$ cat config.mk
export PLATFORM = sky130hd
export DESIGN_NAME = vibration_cycle_state_detector_core_flat
export DESIGN_NICKNAME = d
export VERILOG_FILES = /design/src/hdl/vcsd_pkg.sv /design/src/hdl/vcsd_if.sv /design/src/hdl/vcsd_ctrl.sv /design/src/hdl/vcsd_dp.sv /design/src/hdl/vibration_cycle_state_detector_core.sv /design/src/flat_wrapper.sv
export SDC_FILE = /design/constraint.sdc
export NUM_CORES = 1
export LEC_CHECK = 0
export BUFFER_PORTS_ARGS = -buffer_cell sky130_fd_sc_hd__buf_2
export CAP_MARGIN = 0
export CORE_ASPECT_RATIO = 1.5
export CORE_MARGIN = 3
export CORE_UTILIZATION = 65
export CTS_CLUSTER_DIAMETER = 80
export DETAILED_ROUTE_END_ITERATION = 10
export PLACE_DENSITY = 0.95
export SYNTH_ARGS = -nofsm -noshare
export SYNTH_HDL_FRONTEND = slang
export SYNTH_SLANG_ARGS = --single-unit
$ cat constraint.sdc
create_clock -name clk_i -period 10.8 [get_ports clk_i]
set_clock_uncertainty 0.2 [all_clocks]
set_input_delay 0 -clock clk_i [delete_from_list [all_inputs] [get_ports clk_i]]
set_output_delay 0 -clock clk_i [all_outputs]
set_load 0.05 [all_outputs]
$ cat src/hdl/vcsd_pkg.sv
// Shared types and constants of the vibration cycle state detector.
// No dependencies; every other file of the block imports this package.
package vcsd_pkg;

  // Machine state codes as they appear in the report.
  localparam logic [1:0] ST_OFF      = 2'd0;
  localparam logic [1:0] ST_WASHING  = 2'd1;
  localparam logic [1:0] ST_SPINNING = 2'd2;
  localparam logic [1:0] ST_FINISHED = 2'd3;

  // Configuration register indexes.
  localparam int unsigned CFG_IDX_W = 2;
  localparam logic [CFG_IDX_W-1:0] CFG_SPIN_THR = 2'd0;
  localparam logic [CFG_IDX_W-1:0] CFG_WASH_THR = 2'd1;
  localparam logic [CFG_IDX_W-1:0] CFG_TIMEOUT  = 2'd2;

  // Configuration reset values.
  localparam logic [15:0] SPIN_THR_RST = 16'd4915;
  localparam logic [15:0] WASH_THR_RST = 16'd819;
  localparam logic [31:0] TIMEOUT_RST  = 32'd180000;

  // Field widths.
  localparam int unsigned MAG_W  = 16;
  localparam int unsigned TIME_W = 32;
  localparam int unsigned SUM_W  = 48;
  localparam int unsigned CNT_W  = 32;

  // The average always fits in MAG_W bits, so the divider only needs
  // one step per quotient bit.
  localparam int unsigned DIV_STEPS = MAG_W;
  localparam int unsigned DIV_CNT_W = $clog2(DIV_STEPS);

  // Commands from the controller to the datapath.
  typedef struct packed {
    logic capture;   // latch the incoming sample
    logic commit;    // apply the evaluated state update
    logic div_start; // load the divider
    logic div_step;  // one restoring division step
    logic out_load;  // move the result into the output register
  } ctrl_cmd_t;

  // Status from the datapath to the controller.
  typedef struct packed {
    logic change;    // evaluated sample changes the machine state
    logic done;      // evaluated sample finishes the cycle
    logic out_free;  // output register can take a result this cycle
  } dp_status_t;

endpackage

$ cat src/hdl/vcsd_if.sv
// Stream interfaces for samples and state-change reports.
// Depends on vcsd_pkg for field widths.
interface vcsd_sample_if
  import vcsd_pkg::*;
();
  logic              valid;
  logic              ready;
  logic [MAG_W-1:0]  magnitude;
  logic [TIME_W-1:0] time_ms;

  modport source (output valid, output magnitude, output time_ms, input ready);
  modport sink   (input valid, input magnitude, input time_ms, output ready);
endinterface

interface vcsd_report_if
  import vcsd_pkg::*;
();
  logic             valid;
  logic             ready;
  logic [1:0]       new_state;
  logic             cycle_done;
  logic [MAG_W-1:0] wash_average;
  logic [MAG_W-1:0] wash_peak;
  logic [MAG_W-1:0] spin_peak;

  modport source (output valid, output new_state, output cycle_done, output wash_average,
                  output wash_peak, output spin_peak, input ready);
  modport sink   (input valid, input new_state, input cycle_done, input wash_average,
                  input wash_peak, input spin_peak, output ready);
endinterface

$ cat src/hdl/vcsd_ctrl.sv
// Controller of the vibration cycle state detector: sequences capture,
// evaluation, division and result hand-off. Depends on vcsd_pkg.
module vcsd_ctrl
  import vcsd_pkg::*;
(
  input  logic       clk_i,
  input  logic       rst_ni,
  input  logic       in_valid_i,
  output logic       in_ready_o,
  input  dp_status_t status_i,
  output ctrl_cmd_t  cmd_o
);

  localparam logic [1:0] S_IDLE = 2'd0;
  localparam logic [1:0] S_EVAL = 2'd1;
  localparam logic [1:0] S_DIV  = 2'd2;
  localparam logic [1:0] S_PUT  = 2'd3;

  logic [1:0]           state_q, state_d;
  logic [DIV_CNT_W-1:0] cnt_q, cnt_d;

  always_comb begin
    state_d    = state_q;
    cnt_d      = cnt_q;
    cmd_o      = '0;
    in_ready_o = 1'b0;
    case (state_q)
      S_IDLE: begin
        in_ready_o    = 1'b1;
        cmd_o.capture = in_valid_i;
        if (in_valid_i) begin
          state_d = S_EVAL;
        end
      end
      S_EVAL: begin
        cmd_o.commit = 1'b1;
        if (status_i.done) begin
          cmd_o.div_start = 1'b1;
          cnt_d           = '0;
          state_d         = S_DIV;
        end else if (status_i.change) begin
          state_d = S_PUT;
        end else begin
          state_d = S_IDLE;
        end
      end
      S_DIV: begin
        cmd_o.div_step = 1'b1;
        cnt_d          = cnt_q + 1'b1;
        if (cnt_q == DIV_CNT_W'(DIV_STEPS - 1)) begin
          state_d = S_PUT;
        end
      end
      S_PUT: begin
        if (status_i.out_free) begin
          cmd_o.out_load = 1'b1;
          state_d        = S_IDLE;
        end
      end
      default: begin
        state_d = S_IDLE;
      end
    endcase
  end

  always_ff @(posedge clk_i or negedge rst_ni) begin
    if (!rst_ni) begin
      state_q <= S_IDLE;
      cnt_q   <= '0;
    end else begin
      state_q <= state_d;
      cnt_q   <= cnt_d;
    end
  end

endmodule

$ cat src/hdl/vcsd_dp.sv
// Datapath of the vibration cycle state detector: configuration, cycle
// state, wash statistics, the restoring divider and the output register.
// Depends on vcsd_pkg.
module vcsd_dp
  import vcsd_pkg::*;
(
  input  logic                 clk_i,
  input  logic                 rst_ni,
  input  logic                 cfg_we_i,
  input  logic [CFG_IDX_W-1:0] cfg_index_i,
  input  logic [TIME_W-1:0]    cfg_data_i,
  input  logic [MAG_W-1:0]     magnitude_i,
  input  logic [TIME_W-1:0]    time_ms_i,
  input  ctrl_cmd_t            cmd_i,
  output dp_status_t           status_o,
  input  logic                 out_ready_i,
  output logic                 out_valid_o,
  output logic [1:0]           new_state_o,
  output logic                 cycle_done_o,
  output logic [MAG_W-1:0]     wash_average_o,
  output logic [MAG_W-1:0]     wash_peak_o,
  output logic [MAG_W-1:0]     spin_peak_o
);

  logic [MAG_W-1:0]  spin_thr_q, wash_thr_q;
  logic [TIME_W-1:0] timeout_q;

  logic [MAG_W-1:0]  mag_q;
  logic [TIME_W-1:0] time_q;

  logic [1:0]        mstate_q, mstate_d;
  logic              timer_run_q, timer_run_d;
  logic [TIME_W-1:0] quiet_start_q, quiet_start_d;
  logic [SUM_W-1:0]  sum_q, sum_d;
  logic [CNT_W-1:0]  cnt_q, cnt_d;
  logic [MAG_W-1:0]  wmax_q, wmax_d;
  logic [MAG_W-1:0]  smax_q, smax_d;
  logic              done_q, done_d;

  logic [CNT_W-1:0]  rem_q;
  logic [MAG_W-1:0]  quo_q;

  logic              out_valid_q;
  logic [1:0]        out_state_q;
  logic              out_done_q;
  logic [MAG_W-1:0]  out_avg_q, out_wpk_q, out_spk_q;

  always_ff @(posedge clk_i or negedge rst_ni) begin
    if (!rst_ni) begin
      spin_thr_q <= SPIN_THR_RST;
      wash_thr_q <= WASH_THR_RST;
      timeout_q  <= TIMEOUT_RST;
    end else if (cfg_we_i) begin
      case (cfg_index_i)
        CFG_SPIN_THR: spin_thr_q <= cfg_data_i[MAG_W-1:0];
        CFG_WASH_THR: wash_thr_q <= cfg_data_i[MAG_W-1:0];
        CFG_TIMEOUT:  timeout_q  <= cfg_data_i;
        default: ;
      endcase
    end
  end

  always_ff @(posedge clk_i) begin
    if (cmd_i.capture) begin
      mag_q  <= magnitude_i;
      time_q <= time_ms_i;
    end
  end

  // Classification and state update for the captured sample.
  logic              is_spin, is_wash, idle, new_cycle;
  logic [SUM_W-1:0]  base_sum;
  logic [CNT_W-1:0]  base_cnt;
  logic [MAG_W-1:0]  base_wmax, base_smax;
  logic [TIME_W-1:0] elapsed;

  always_comb begin
    idle      = (mstate_q == ST_OFF) || (mstate_q == ST_FINISHED);
    is_spin   = mag_q > spin_thr_q;
    is_wash   = !is_spin && (mag_q > wash_thr_q);
    new_cycle = idle && (is_spin || is_wash);
    base_sum  = new_cycle ? '0 : sum_q;
    base_cnt  = new_cycle ? '0 : cnt_q;
    base_wmax = new_cycle ? '0 : wmax_q;
    base_smax = new_cycle ? '0 : smax_q;

    mstate_d      = mstate_q;
    timer_run_d   = timer_run_q;
    quiet_start_d = quiet_start_q;
    sum_d         = base_sum;
    cnt_d         = base_cnt;
    wmax_d        = base_wmax;
    smax_d        = base_smax;
    done_d        = 1'b0;
    elapsed       = '0;

    if (is_spin) begin
      mstate_d    = ST_SPINNING;
      timer_run_d = 1'b0;
      if (mag_q > base_smax) begin
        smax_d = mag_q;
      end
    end else if (is_wash) begin
      mstate_d    = ST_WASHING;
      timer_run_d = 1'b0;
      if (base_cnt != '1) begin
        sum_d = base_sum + SUM_W'(mag_q);
        cnt_d = base_cnt + 1'b1;
      end
      if (mag_q > base_wmax) begin
        wmax_d = mag_q;
      end
    end else if (!idle) begin
      if (!timer_run_q) begin
        timer_run_d   = 1'b1;
        quiet_start_d = time_q;
      end
      elapsed = time_q - quiet_start_d;
      if (elapsed > timeout_q) begin
        mstate_d = ST_FINISHED;
        done_d   = 1'b1;
      end
    end
  end

  assign status_o.change   = mstate_d != mstate_q;
  assign status_o.done     = done_d;
  assign status_o.out_free = !out_valid_q || out_ready_i;

  always_ff @(posedge clk_i or negedge rst_ni) begin
    if (!rst_ni) begin
      mstate_q      <= ST_OFF;
      timer_run_q   <= 1'b0;
      quiet_start_q <= '0;
      sum_q         <= '0;
      cnt_q         <= '0;
      wmax_q        <= '0;
      smax_q        <= '0;
      done_q        <= 1'b0;
    end else if (cmd_i.commit) begin
      mstate_q      <= mstate_d;
      timer_run_q   <= timer_run_d;
      quiet_start_q <= quiet_start_d;
      sum_q         <= sum_d;
      cnt_q         <= cnt_d;
      wmax_q        <= wmax_d;
      smax_q        <= smax_d;
      done_q        <= done_d;
    end
  end

  // Restoring divider. The quotient is known to fit in MAG_W bits, so the
  // partial remainder starts from the upper sum bits, which are below the
  // divisor, and the low sum bits are shifted in one per step.
  logic [CNT_W:0] trial;
  logic           fits;

  assign trial = {rem_q, quo_q[MAG_W-1]};
  assign fits  = trial >= {1'b0, cnt_q};

  always_ff @(posedge clk_i) begin
    if (cmd_i.div_start) begin
      rem_q <= sum_q[SUM_W-1:MAG_W];
      quo_q <= sum_q[MAG_W-1:0];
    end else if (cmd_i.div_step) begin
      rem_q <= fits ? CNT_W'(trial - {1'b0, cnt_q}) : trial[CNT_W-1:0];
      quo_q <= {quo_q[MAG_W-2:0], fits};
    end
  end

  // Output register; statistics are reported only with a finished cycle.
  always_ff @(posedge clk_i or negedge rst_ni) begin
    if (!rst_ni) begin
      out_valid_q <= 1'b0;
    end else if (cmd_i.out_load) begin
      out_valid_q <= 1'b1;
    end else if (out_ready_i) begin
      out_valid_q <= 1'b0;
    end
  end

  always_ff @(posedge clk_i) begin
    if (cmd_i.out_load) begin
      out_state_q <= mstate_q;
      out_done_q  <= done_q;
      out_avg_q   <= (done_q && (cnt_q != '0)) ? quo_q : '0;
      out_wpk_q   <= done_q ? wmax_q : '0;
      out_spk_q   <= done_q ? smax_q : '0;
    end
  end

  assign out_valid_o    = out_valid_q;
  assign new_state_o    = out_state_q;
  assign cycle_done_o   = out_done_q;
  assign wash_average_o = out_avg_q;
  assign wash_peak_o    = out_wpk_q;
  assign spin_peak_o    = out_spk_q;

endmodule

$ cat src/hdl/vibration_cycle_state_detector_core.sv
// Top level of the vibration cycle state detector.
// Depends on vcsd_pkg, vcsd_if, vcsd_ctrl and vcsd_dp.
//
//   Channel   Direction  Handshake      Payload
//   sample    in         valid/ready    magnitude (Q4.12), time_ms
//   report    out        valid/ready    new_state, cycle_done, wash_average,
//                                       wash_peak, spin_peak
//   cfg       in         cfg_we_i only  cfg_index_i, cfg_data_i
//
// A sample that does not change the state is transferred and then evaluated.
// A plain state change is evaluated and its report is then loaded into the
// output register once that is free. A finishing sample also passes the
// 16-step restoring divider that forms the wash average before the load.
// Reset is asynchronous and active low; it restores the default thresholds
// and timeout and puts the machine in the off state with cleared statistics.
// A stalled report holds in the output register while the next sample is
// taken; the controller only waits when a second report is ready as well.
module vibration_cycle_state_detector_core
  import vcsd_pkg::*;
(
  input  logic                 clk_i,
  input  logic                 rst_ni,
  input  logic                 cfg_we_i,
  input  logic [CFG_IDX_W-1:0] cfg_index_i,
  input  logic [TIME_W-1:0]    cfg_data_i,
  vcsd_sample_if.sink          sample,
  vcsd_report_if.source        report
);

  ctrl_cmd_t  cmd;
  dp_status_t status;

  // The controller owns sequencing: it accepts a sample only when idle and
  // walks it through evaluation, optional division and result hand-off.
  vcsd_ctrl u_ctrl (
    .clk_i      (clk_i),
    .rst_ni     (rst_ni),
    .in_valid_i (sample.valid),
    .in_ready_o (sample.ready),
    .status_i   (status),
    .cmd_o      (cmd)
  );

  // The datapath holds configuration, cycle state, statistics, the divider
  // and the output register that decouples the report channel.
  vcsd_dp u_dp (
    .clk_i          (clk_i),
    .rst_ni         (rst_ni),
    .cfg_we_i       (cfg_we_i),
    .cfg_index_i    (cfg_index_i),
    .cfg_data_i     (cfg_data_i),
    .magnitude_i    (sample.magnitude),
    .time_ms_i      (sample.time_ms),
    .cmd_i          (cmd),
    .status_o       (status),
    .out_ready_i    (report.ready),
    .out_valid_o    (report.valid),
    .new_state_o    (report.new_state),
    .cycle_done_o   (report.cycle_done),
    .wash_average_o (report.wash_average),
    .wash_peak_o    (report.wash_peak),
    .spin_peak_o    (report.spin_peak)
  );

`ifndef SYNTHESIS
  // A finishing report always names the finished state.
  a_done_state : assert property (@(posedge clk_i) disable iff (!rst_ni)
    report.valid && report.cycle_done |-> report.new_state == ST_FINISHED)
    else $error("finishing report without finished state");

  // Reports other than a finishing one carry zero statistics.
  a_zero_stats : assert property (@(posedge clk_i) disable iff (!rst_ni)
    report.valid && !report.cycle_done |->
      report.wash_average == '0 && report.wash_peak == '0 && report.spin_peak == '0)
    else $error("statistics on a non-finishing report");

  // After a sample transfer the block is busy evaluating it.
  a_busy_after_take : assert property (@(posedge clk_i) disable iff (!rst_ni)
    sample.valid && sample.ready |=> !sample.ready)
    else $error("sample taken while evaluating the previous one");
`endif

endmodule
$ cat src/flat_wrapper.sv
// flat-port wrapper written by rule: the top's interface ports become plain ports
module vibration_cycle_state_detector_core_flat import vcsd_pkg::*;
  (clk_i, rst_ni, cfg_we_i, cfg_index_i, cfg_data_i, sample_valid, sample_magnitude, sample_time_ms, sample_ready, report_valid, report_new_state, report_cycle_done, report_wash_average, report_wash_peak, report_spin_peak, report_ready);
  vcsd_sample_if sample_i ();
  vcsd_report_if report_i ();
  input  logic clk_i;
  input  logic rst_ni;
  input  logic cfg_we_i;
  input  logic [CFG_IDX_W-1:0] cfg_index_i;
  input  logic [TIME_W-1:0] cfg_data_i;
  input wire logic [$bits(sample_i.valid)-1:0] sample_valid;
  input wire logic [$bits(sample_i.magnitude)-1:0] sample_magnitude;
  input wire logic [$bits(sample_i.time_ms)-1:0] sample_time_ms;
  output wire logic [$bits(sample_i.ready)-1:0] sample_ready;
  output wire logic [$bits(report_i.valid)-1:0] report_valid;
  output wire logic [$bits(report_i.new_state)-1:0] report_new_state;
  output wire logic [$bits(report_i.cycle_done)-1:0] report_cycle_done;
  output wire logic [$bits(report_i.wash_average)-1:0] report_wash_average;
  output wire logic [$bits(report_i.wash_peak)-1:0] report_wash_peak;
  output wire logic [$bits(report_i.spin_peak)-1:0] report_spin_peak;
  input wire logic [$bits(report_i.ready)-1:0] report_ready;
  assign sample_i.valid = sample_valid;
  assign sample_i.magnitude = sample_magnitude;
  assign sample_i.time_ms = sample_time_ms;
  assign sample_ready = sample_i.ready;
  assign report_valid = report_i.valid;
  assign report_new_state = report_i.new_state;
  assign report_cycle_done = report_i.cycle_done;
  assign report_wash_average = report_i.wash_average;
  assign report_wash_peak = report_i.wash_peak;
  assign report_spin_peak = report_i.spin_peak;
  assign report_i.ready = report_ready;
  vibration_cycle_state_detector_core u_core (.clk_i(clk_i), .rst_ni(rst_ni), .cfg_we_i(cfg_we_i), .cfg_index_i(cfg_index_i), .cfg_data_i(cfg_data_i), .sample(sample_i), .report(report_i));
endmodule
==> impl_metrics.env, run 1 <==
export IMPL_cp_max_fo=84
export IMPL_syn_avg_cell_area_sq_um=10.37
export IMPL_maxSlewHeadroom_pct=13.93
export IMPL_area_growth_pct=17.39
export IMPL_reg2reg_from="u_core.u_dp.timer_run_q"
export IMPL_synth_cell_type_count=85
export IMPL_port_buffers=139
export IMPL_leakagePower_nw=10.91
export IMPL_ios=140
export IMPL_holdCritPathClass="input pin to flop"
export IMPL_antenna_left=0
export IMPL_dp_hpwl_mm=38.76
export IMPL_post_route_period_util_pct=83.42
export IMPL_drv_cap=0
export IMPL_cts_sinks=366
export IMPL_cts_tree="done"
export IMPL_dp_cells=2573
export IMPL_start_util_pct=66.11
export IMPL_powerDensity_mw_per_mm2=294.6
export IMPL_grt_start_max_net_pins=85
export IMPL_drt_wl_total_mm=65.63
export IMPL_run_status="completed"
export IMPL_clk_pin_slew_ns=0.07
export IMPL_crit_family="simple AND/OR/NAND/NOR gates"
export IMPL_yosysSeqAreaShare_pct=45.99
export IMPL_cpPeakStageDelay_ns=1.08
export IMPL_ys_ff_latch=366
export IMPL_synth_nets=2348
export IMPL_viasPerCell=6.710
export IMPL_numCtsBuffers=35
export IMPL_slowest_stage="dfrtp_2"
export IMPL_die_h_um=229.1
export IMPL_drt_first_pass_iters=7
export IMPL_cp_start_kind="flop"
export IMPL_cp_required_ns=10.59
export IMPL_vdd_drop_max_mv=0.2132
export IMPL_max_freq_mhz=111.0
export IMPL_setup_violations=0
export IMPL_tightest_slew_ns=1.282
export IMPL_end_kind="flop"
export IMPL_yosys_most_used_dff="dfrtp_1"
export IMPL_clk_latency_ns=0.54
export IMPL_grt_pass1_vias=19480
export IMPL_grt_overflow=0
export IMPL_final_layout_size_suffix_gt1_share_pct=13.96
export IMPL_grt_pass1_wl_mm=103.3
export IMPL_timing_hold_violations_final=0
export IMPL_netlist_area_sq_mm=0.02157
export IMPL_cts_resized=0
export IMPL_final_max_slew_viol_count=0
export IMPL_clk_path_buf_depth=3
export IMPL_path_class="flop to flop"
export IMPL_vias=18710
export IMPL_rows=81
export IMPL_setup_tns_final_ns=0
export IMPL_worst_ep_arrival_time_ns=8.80
export IMPL_period_minus_slack_ns=9.010
export IMPL_synth_cells=2080
export IMPL_cts_root_buf="clkbuf_16"
export IMPL_dieArea_sq_mm=0.03546
export IMPL_htree_levels=2
export IMPL_synth_edff_count=147
export IMPL_drc=0
export IMPL_rsz0062_at_grt="no"
export IMPL_critPathBufInv=2
export IMPL_die_x_um=154.8
export IMPL_first_iter_violations=2511
export IMPL_place_gp_congestion=0.9666
export IMPL_fin_cells=2788
export IMPL_num_fill_cells=1840
export IMPL_min_from="sample_magnitude[3]"
export IMPL_wire_per_inst_um=23.54
export IMPL_synth_async_reset_ratio_pct=59.84
export IMPL_coreArea_sq_mm=0.03263
export IMPL_antenna_found_initial=3
export IMPL_grtUsageTotal_pct=36.61
export IMPL_num_nets_final=2613
export IMPL_startpoint="u_core.u_dp.timer_run_q"
export IMPL_ys_warn_count=0
## final cells by class
cell class / instances / area, sq um / area share [%]
multi-input cells: 1518 / 10880 / 42.95
flip-flops and latches: 366 / 9923 / 39.18
repair buffers: 301 / 2315 / 9.139
clock buffers: 43 / 968.4 / 3.824
well taps: 415 / 519.2 / 2.050
inverters: 123 / 461.7 / 1.823
clock inverters: 20 / 256.5 / 1.013
diodes: 2 / 5.005 / 0.01976
## worst paths after layout
| check | slack [ns] | endpoint | cells after the start |
|---|---|---|---|
| max | 1.79 | u_core.u_dp.quo_q[12] | 25 |
| min | 0.02 | u_core.u_dp.mag_q[3] | 2 |
| max reg2reg | 1.79 | u_core.u_dp.quo_q[12] | 25 |
| min reg2reg | 0.28 | u_core.u_ctrl.cnt_q[3] | 1 |
| max in group asynchronous | 9.04 | u_core.u_dp.sum_q[13] | 4 |
| min in group asynchronous | 0.43 | u_core.u_dp.sum_q[39] | 4 |
## timing repair
action / CTS / global route
setup buffers: 0 / 0
endpoints found under the hold margin: 184 / 0
hold buffers: 150 / 0
## metal layers
metal	routed length (um)	track usage, %	vias up	share of wire (%)
li1	-	-	7973	-
met3	6482	7.977	521	9.9
met4	5893	25.79	4	9.0
met5	26	0	-	0.040
met1	21300	40.85	8787	32
met2	31930	61.69	1422	49
## sequential cells by signal, summed over array words and instances (netlist names), 32 cells and up, named ones only
signal                     flops
u_core.u_dp.cnt_q             32
u_core.u_dp.quiet_start_q     32
u_core.u_dp.rem_q             32
u_core.u_dp.sum_q             48
u_core.u_dp.time_q            32
u_core.u_dp.timeout_q         32
## cell usage in the layout (no fill, tap or decap), types with 8 or more instances in the layout
master / count
a211oi_1: 8
a21o_1: 45
a21oi_1: 154
a22o_1: 50
a31oi_1: 12
and2_1: 77
and3_1: 15
and4_1: 8
buf_2: 138
buf_4: 12
clkbuf_16: 37
dfrtp_1: 196
dfstp_2: 22
dlygate4sd3_1: 149
edfxtp_1: 147
ha_1: 178
inv_1: 123
mux2_1: 17
mux2_2: 51
mux2i_1: 41
nand2_1: 212
nand2b_1: 13
nand3_1: 47
nand4_1: 38
nor2_1: 128
nor2b_1: 22
nor3_1: 20
nor4_1: 15
o211ai_1: 10
o21a_1: 27
o21ai_0: 72
o21ai_1: 8
or3_1: 13
xnor2_1: 70
xor2_1: 62
## cell usage after synthesis, types with 6 or more instances
library cell	instances	share of area, %
a211oi_1	8	0.28
a21o_1	45	1.6
a21oi_1	154	3.6
a22o_1	50	2.0
a31oi_1	12	0.35
and2_1	78	2.3
and3_1	15	0.43
and4_1	8	0.32
buf_2	31	0.72
clkbuf_1	37	0.64
dfrtp_1	197	23
dfstp_2	22	2.7
edfxtp_1	147	20
ha_1	178	10
inv_1	123	2.1
mux2_1	17	0.89
mux2_2	51	2.7
mux2i_1	41	1.9
nand2_1	213	3.7
nand2b_1	14	0.41
nand3_1	47	1.1
nand4_1	38	1.1
nor2_1	129	2.2
nor2b_1	22	0.64
nor3_1	20	0.46
nor3_2	6	0.28
nor4_1	15	0.43
nor4_2	6	0.35
o211ai_1	10	0.35
o21a_1	27	0.94
o21ai_0	72	1.7
o21ai_1	8	0.19
o21bai_1	6	0.21
o31ai_1	6	0.21
or3_1	13	0.38
xnor2_1	70	2.8
xor2_1	62	2.5
## through the flow
step	area [sq um]	setup WS [ns]	hold slack, ns	total power [mW]	utilization [%]
6_report	25330	1.790	0.01723	7.462	77.61
5_1_grt	25320	1.643	0.03363	7.801	77.60
4_1_cts	25320	2.498	0.001056	7.144	77.59
3_5_place_dp	22580	2.509	-0.1878	5.727	69.19
3_3_place_gp	22580	2.824	-0.1974	5.499	69.19
2_1_floorplan	21570	3.970	-0.4956	4.845	-
## report_power, final
part	leakage [nW]	internal, mW	total (mW)	switching (mW)
sequential	4.17	1.96	2.32	0.357
clock	0.595	0.766	1.33	0.565
combinational	6.14	1.49	3.81	2.32
## cell families (layout without fill, tap and decap cells)
kind of cell | after synthesis | in the layout | share of synthesized area, %
AND/OR/NAND/NOR | 649 | 649 | 15.24
XOR/XNOR | 132 | 132 | 5.359
multiplexers | 109 | 109 | 5.451
other | 0 | 2 | 0
AO/OA/AOI/OAI | 447 | 447 | 13.69
adder cells (fa/ha/maj) | 181 | 181 | 10.60
flip-flops | 366 | 366 | 45.99
buffers and inverters | 196 | 487 | 3.677
Note: power is estimated with default switching activity, not from simulation.
==> run 2: changes to the inputs <==
Settings changed: CORE_UTILIZATION 65 to 62, PLACE_DENSITY 0.95 to 0.92.
Clock period 10.8 ns to 8.56 ns, I/O delays scaled along.
==> impl_metrics.env, run 2 (synthesis results as in run 1) <==
export IMPL_cp_max_fo=83
export IMPL_antenna_left=0
export IMPL_leakagePower_nw=10.90
export IMPL_final_common_cell="nand2_1"
export IMPL_antenna_found_initial=1
export IMPL_rows=83
export IMPL_holdWs_ns=0.05052
export IMPL_totalPowerFinal_mw=9.220
export IMPL_dp_hpwl_mm=39.35
export IMPL_drt_first_pass_iters=6
export IMPL_rrSetupSlack_ns=0.74
export IMPL_start_util_pct=62.95
export IMPL_rsz0062_at_grt="no"
export IMPL_regMostFlops="u_core.u_dp.sum_q"
export IMPL_grt_start_max_net_pins=84
export IMPL_end_kind="flop"
export IMPL_grt_overflow=0
export IMPL_num_nets_final=2611
export IMPL_postLayoutCoreUtil_pct=73.74
export IMPL_crit_family="compound AO/OA/AOI/OAI gates"
export IMPL_grt_pass1_wl_mm=96.48
export IMPL_clk_pin_slew_ns=0.06
export IMPL_vias=17920
export IMPL_layout_cells_most_common_list="nand2_1 (212), dfrtp_1 (196), ha_1 (178)"
export IMPL_post_route_period_util_pct=91.31
export IMPL_final_area_sq_mm=0.02527
export IMPL_top_layer_used="met4"
export IMPL_cp_required_ns=8.62
export IMPL_cts_tree="done"
export IMPL_period_minus_slack_ns=7.816
export IMPL_cp_start_kind="flop"
export IMPL_grtUsageTotal_pct=33.00
export IMPL_maxSlewHeadroom_pct=18.21
export IMPL_port_buffers=139
export IMPL_die_h_um=234.5
export IMPL_crit_chain="mux2i_1 > ha_1 > a22o_1 > o41ai_1 > a21oi_1 > o21ai_0 > a41oi_1 > nand4_1 > nand4b_1 > a21oi_1 > xnor2_1 > ha_1 > nand4_1 > nor2_1 > nand4_1 > or3_1 > or3_1 > o21ai_2 > nand2b_2 > buf_4 > mux2_1"
export IMPL_ios=140
export IMPL_run_status="completed"
export IMPL_dp_cells=2584
export IMPL_holdCritPathClass="input pin to flop"
export IMPL_max_freq_mhz=127.9
export IMPL_drv_cap=0
export IMPL_coreArea_sq_mm=0.03427
export IMPL_timing_hold_violations_final=0
export IMPL_clk_path_buf_depth=3
export IMPL_wire_per_inst_um=21.97
export IMPL_tightest_slew_ns=1.219
export IMPL_place_worst_setup_slack_ns=1.288
export IMPL_dieArea_sq_mm=0.03712
export IMPL_wl_met3_mm=4.188
export IMPL_crit_top_cell="nand4_1"
export IMPL_path_class="flop to flop"
export IMPL_die_x_um=158.3
export IMPL_place_gp_congestion=0.9354
export IMPL_setup_tns_final_ns=0
export IMPL_setup_violations=0
export IMPL_cts_sinks=366
export IMPL_worst_ep_arrival_time_ns=7.88
export IMPL_largest_reg_flops=48
export IMPL_final_max_slew_viol_count=0
export IMPL_fin_cells=2797
export IMPL_dpl_cell_area_sq_mm=0.02260
export IMPL_viasPerCell=6.408
export IMPL_first_iter_violations=1631
export IMPL_numCtsBuffers=37
export IMPL_cts_resized=0
export IMPL_cpPeakStageDelay_ns=1.08
export IMPL_powerDensity_mw_per_mm2=364.8
export IMPL_vdd_drop_max_mv=0.2813
export IMPL_area_growth_pct=17.13
export IMPL_critPathBufInv=1
export IMPL_worst_slack_ns=0.7437
export IMPL_wl_met1_mm=21.25
export IMPL_slowest_stage="dfrtp_2"
export IMPL_drc=0
export IMPL_final_layout_size_suffix_gt1_share_pct=13.83
export IMPL_cts_root_buf="clkbuf_16"
export IMPL_htree_levels=2
export IMPL_grt_pass1_vias=18610
export IMPL_clk_latency_ns=0.54
export IMPL_dr_wl_met2_mm=31.57
export IMPL_drt_wl_total_mm=61.45
[run 2: changes by cell type in the layout (fill, tap and decap cells not counted)]
cell,change
buf_4,+1
bufinv_16,-1
clkbuf_1,+5
clkbuf_8,+2
clkinv_1,+3
clkinv_4,-3
clkinv_8,-1
clkinvlp_4,-2
diode_2,-1
dlygate4sd3_1,-5
inv_4,+1
[run 2: worst paths after layout]
kind / from / end / depth (start not counted)
setup / recovery: u_core.u_dp.timer_run_q / u_core.u_dp.rem_q[16] / 21
hold reg to reg: u_core.u_ctrl.cnt_q[3] / u_core.u_ctrl.cnt_q[3] / 1
setup reg to reg: u_core.u_dp.timer_run_q / u_core.u_dp.rem_q[16] / 21
min in group asynchronous: rst_ni / u_core.u_dp.timeout_q[17] / 3
hold / removal: cfg_we_i / u_core.u_dp.timeout_q[12] / 4
max in group asynchronous: rst_ni / u_core.u_dp.cnt_q[3] / 4
[run 2: final cells by class]
class | count | area (sq um)
antenna | 1 | 2.502
clock inverter | 17 | 186.4
multi-input combinational | 1518 | 10880
timing repair buffer | 297 | 2272
sequential | 366 | 9923
fill | 2090 | 9000
clock buffer | 50 | 1015
tap | 425 | 531.8
inverter | 123 | 461.7
[run 2: what timing repair did]
item / CTS / global route
endpoints found under the hold margin: 197 / 0
setup buffers: 0 / 0
hold buffers: 145 / 0
[run 2: layer usage]
metal  up-vias  GRT usage [%]
li1       7980              -
met1      8633          36.71
met2      1015          58.59
met3       296          4.966
met4         0          20.74
met5         -              0
[run 2: worst min-delay path, stage by stage]
cell and delay (ns):
buf_2 0.11, nand3b_1 0.07, buf_4 0.28, mux2_2 0.28
[run 2: power breakdown]
group	switching, mW	total [mW]	internal [mW]	leakage (nW)
clock network	0.694	1.65	0.956	0.590
registers	0.418	2.89	2.47	4.17
logic	2.82	4.68	1.86	6.13
total	3.94	9.22	5.28	10.9
